**src/hdl/skt_pkg.sv**
```systemverilog
// Shared types, constants and helpers for the sorted key table search block.
`default_nettype none
package skt_pkg;

	localparam int TABLE_DEPTH = 1024;
	localparam int KEY_BITS    = 16;

	localparam int SLOT_W  = $clog2(TABLE_DEPTH);
	localparam int COUNT_W = $clog2(TABLE_DEPTH + 1);
	localparam int KEY_W   = KEY_BITS;
	localparam int IDX_W   = COUNT_W;

	localparam logic KIND_WRITE  = 1'b0;
	localparam logic KIND_LOOKUP = 1'b1;

	typedef logic [IDX_W-1:0] idx_t;

	typedef struct packed {
		logic wr;
		logic load;
		logic probe;
		logic step;
		logic emit_hit;
		logic emit_miss;
	} skt_cmd_t;

	typedef struct packed {
		logic range_ok;
		logic hit;
		logic next_ok;
	} skt_stat_t;

	// floor((lo + hi - 1) / 2), valid while lo < hi
	function automatic idx_t mid_of(input idx_t lo, input idx_t hi);
		logic [IDX_W:0] sum;
		sum = {1'b0, lo} + {1'b0, hi} - {{IDX_W{1'b0}}, 1'b1};
		return sum[IDX_W:1];
	endfunction

endpackage
`default_nettype wire

```
**src/hdl/skt_ctrl.sv**
```systemverilog
// Search controller: sequences table writes and the probe loop of a lookup.
`default_nettype none
module skt_ctrl
	import skt_pkg::*;
(
	input  wire logic      clk,
	input  wire logic      arst_n,
	input  wire logic      start,
	input  wire logic      kind,
	input  skt_stat_t      stat,
	output skt_cmd_t       cmd,
	output logic           busy_q
);

	typedef enum logic [1:0] {ST_IDLE, ST_PROBE, ST_CHECK} state_t;

	state_t state_q;

	always_comb begin
		cmd = '0;
		unique case (state_q)
			ST_IDLE: begin
				cmd.wr   = start && (kind == KIND_WRITE);
				cmd.load = start && (kind == KIND_LOOKUP);
			end
			ST_PROBE: begin
				cmd.probe     = stat.range_ok;
				cmd.emit_miss = !stat.range_ok;
			end
			ST_CHECK: begin
				cmd.emit_hit  = stat.hit;
				cmd.step      = !stat.hit;
				cmd.emit_miss = !stat.hit && !stat.next_ok;
			end
			default: begin
				cmd = '0;
			end
		endcase
	end

	always_ff @(posedge clk or negedge arst_n) begin
		if (!arst_n) begin
			state_q <= ST_IDLE;
			busy_q  <= 1'b0;
		end else begin
			unique case (state_q)
				ST_IDLE: begin
					if (cmd.load) begin
						state_q <= ST_PROBE;
						busy_q  <= 1'b1;
					end
				end
				ST_PROBE: begin
					if (cmd.probe) begin
						state_q <= ST_CHECK;
					end else begin
						state_q <= ST_IDLE;
						busy_q  <= 1'b0;
					end
				end
				ST_CHECK: begin
					if (cmd.emit_hit || cmd.emit_miss) begin
						state_q <= ST_IDLE;
						busy_q  <= 1'b0;
					end
				end
				default: begin
					state_q <= ST_IDLE;
					busy_q  <= 1'b0;
				end
			endcase
		end
	end

	a_busy_state: assert property (@(posedge clk) disable iff (!arst_n)
		busy_q == (state_q != ST_IDLE))
		else $error("busy disagrees with state");

	a_one_emit: assert property (@(posedge clk) disable iff (!arst_n)
		!(cmd.emit_hit && cmd.emit_miss))
		else $error("hit and miss emitted together");

	a_no_write_busy: assert property (@(posedge clk) disable iff (!arst_n)
		cmd.wr |-> !busy_q)
		else $error("table write during a lookup");

endmodule
`default_nettype wire

```
**config.mk**
```make
export PLATFORM = sky130hd
export DESIGN_NAME = skt_ctrl
export DESIGN_NICKNAME = d
export VERILOG_FILES = /design/src/hdl/skt_pkg.sv /design/src/hdl/skt_ctrl.sv
export SDC_FILE = /design/constraint.sdc
export NUM_CORES = 1
export LEC_CHECK = 0
export ABC_AREA = 1
export ABC_CLOCK_PERIOD_IN_PS = 1150
export BUFFER_PORTS_ARGS = -buffer_cell sky130_fd_sc_hd__clkbuf_2
export CAP_MARGIN = 20
export CORE_AREA = 2 2 39 41
export DETAILED_ROUTE_END_ITERATION = 7
export DIE_AREA = 0 0 41 43
export SLEW_MARGIN = 5
export SYNTH_ARGS = -nofsm -noshare
export SYNTH_HDL_FRONTEND = slang
export SYNTH_SLANG_ARGS = --single-unit
```
**constraint.sdc**
```tcl
create_clock -name clk -period 1.15 [get_ports clk]
set_input_delay 0.1725 -clock clk [delete_from_list [all_inputs] [get_ports clk]]
set_output_delay 0.1725 -clock clk [all_outputs]
set_load 0.02 [all_outputs]
```
==> out/results.txt <==
initial antenna violation count -> 0
reg2reg start -> state_q[0]
# diodes -> 0
Die Y -> 43 um
Hold Crit Class -> primary input to asynchronous set/reset pin
most frequent cells after synthesis -> 13 x nand2_1, 8 x inv_1, 4 x ha_1, 3 x dfrtp_1, 3 x nor2_1
share of cells above drive strength 1 -> 77.3%
flop2flop setup slack -> -0.23 ns
IO Pins -> 14
GPL Wtd Cong -> 0.675
Post-DP Area -> 410 um2
ys async rst share -> 100%
Die Width -> 41 um
final hold violations -> 0
clk sink count -> 3
combinational power share -> 73.8%
Clock Path Buffers -> 2
area leader, netlist -> dfrtp_1
multi-input combinational cell area -> 243 um2
power density cells -> 2770 nW/um2
top cell type's share of synthesized area -> 27.8%
Syn Inst Count -> 39
R2R depth -> 10
Data required, critical path -> 0.98 ns
root buf cell -> clkbuf_4
YS warnings -> 0
vias in the first global route -> 306
Final Setup Violations -> 9
Tot GR Track Use -> 9.46%
failing checks -> setup timing
Slew HR -> 86.5%
Worst VDD drop -> 1.18 mV
run status -> complete, but fails checks
Tmin final -> 1.43 ns
RSZ-0062 raised after global routing -> yes
NetSw -> 0.714 mW
Worst Setup End Kind -> primary output
Num CTS Buffers -> 3
first-pass GRT wire length -> 1.08 mm
Mapped Area -> 270 um2
post-layout net count -> 78
Max Cap Viol -> 0
Crit Path Class -> register to primary output
CP Launch Type -> register
max-slew violations -> 0
1st-pass router iterations -> 1
Setup Total Neg Slack -> -1.97 ns
Synth cell types -> 11
Slew @ Worst Pin -> 0.203 ns
vias -> 315
Crit path arrival time -> 1.26 ns
clk slew on worst S/H paths -> 0.04 ns
final setup margin -> -0.280 ns
CP Capture Point -> cmd[0]
P&R area growth vs syn -> 119%
Remaining DRCs -> 0
most numerous cell in the Yosys netlist -> nand2_1
Crit. Startpoint -> state_q[0]
Final period util -> 124%
Setup Skew -> 0.00259 ns
Port Buf Inserts -> 13
grt ovf -> 0
Reg power frac -> 15.0%
EDFF count, synth -> 0
Vias/cell -> 3.84
ys flop type -> dfrtp_1
number of DRC markers in iteration 0 -> 0
Int Pwr -> 0.928 mW
core area -> 1380 um2
Tot Pwr -> 1.64 mW
fillcell total -> 139
clock power share -> 11.2%
clk_lat worst skew -> 0.23 ns
Die ar. -> 1760 um2
WHS -> 0.273 ns
Synth Register Bits -> 3
hpwl dp -> 485 um
Post-DRT Antenna Nets -> 0
total routed wirelength -> 737 um
CTS tree -> built
top cells by area, synth -> dfrtp_1 28%, ha_1 19%, nand2_1 18%, inv_1 11%, nand2_2 4.6%
largest net degree at the start of global routing -> 5
Synth Net Count -> 50
synthesized area per cell -> 6.93 um2
Achievable Freq -> 0.699 GHz
Starting Density -> 19.5%
H-tree levels -> 1
register area share after synthesis -> 27.8%
Std-Cell Rows -> 14
Sequential cell area -> 77.6 um2
routed length per placed instance -> 8.99 um
Sw Share -> 43.5%
LEAKAGE -> 0.307 nW
R2R Path End -> busy_q
Critical Path Fanout Max -> 3
final instance area -> 593 um2
[layout make-up]
cell class	count	area share (%)
clock buffer	4	4.43
timing repair buffer	23	32.3
inverter	8	5.91
tap	16	3.38
multi-input combinational	28	40.9
sequential	3	13.1
[worst min path at each step]
stage	startpoint	to	slack, ns
after detailed placement	arst_n	busy_q	-0.02
after global placement	arst_n	state_q[1]	-0.03
after floorplan	arst_n	busy_q	-0.12
after global routing	arst_n	state_q[1]	0.27
after CTS	arst_n	busy_q	0.26
final	arst_n	busy_q	0.27
[state kept, by name, summed over array words and instances (netlist names)]
| register | flops |
|---|---|
| busy_q | 1 |
| state_q | 2 |
[power groups by stage]
| stage | registers [mW] | clock network [mW] | logic (mW) |
|---|---|---|---|
| 5_1_grt | 0.257 | 0.202 | 1.32 |
| 4_1_cts | 0.217 | 0.195 | 0.893 |
| 2_1_floorplan | 0.233 | 0 | 0.530 |
| 3_5_place_dp | 0.218 | 0 | 0.779 |
| 6_report | 0.246 | 0.184 | 1.21 |
| 3_3_place_gp | 0.218 | 0 | 0.770 |
[kinds of logic (layout without fill, tap and decap cells)]
| family | after synthesis | count (layout) | synth area share (%) |
|---|---|---|---|
| simple gates | 23 | 23 | 39.4 |
| compound gates | 1 | 1 | 3.24 |
| fa+ha+maj | 4 | 4 | 18.5 |
| flops | 3 | 3 | 27.8 |
| buf+inv | 8 | 35 | 11.1 |
[worst max-delay path: stages, from the launching register on]
cell and delay [ns]:
dfrtp_2 0.44, inv_4 0.09, ha_4 0.15, nand2_2 0.06
nand2_2 0.07, nand2_2 0.06, inv_2 0.06, buf_8 0.10
[per-stage QoR]
step / util [%] / instances / worst slack [ns]
6_report: 42.9 / 82 / -0.280
5_1_grt: 42.9 / 82 / -0.344
4_1_cts: 36.2 / 79 / -0.305
3_5_place_dp: 29.7 / 71 / -0.106
3_3_place_gp: 29.7 / 71 / -0.0824
2_1_floorplan: - / 39 / -0.0244
[cell usage in the layout, fill, tap and decap left out, types with 2 or more instances in the layout]
master,synthesis,final
clkbuf_2,0,7
buf_8,0,3
nand2_4,1,3
dfrtp_2,0,2
inv_2,0,5
buf_6,0,3
nor2_2,1,2
ha_4,0,3
nand2_2,2,6
inv_4,0,2
clkbuf_4,0,3
buf_4,0,9
nand2_1,13,7
[repair_timing]
item,CTS,global route
setup endpoints to repair,9,9
pin swaps,3,6
gates resized for setup,8,29
hold buffers,1,0
setup buffers,3,3
hold endpoints to repair,3,0
[metal layers]
layer,GRT usage [%],share of wire [%],vias to the layer above
li1,-,-,169
met1,10.0,38,137
met2,14.1,58,9
met3,1.57,4.6,0
met4,10.0,0,0
met5,0,0,-
(Power assumes the default switching activity.)
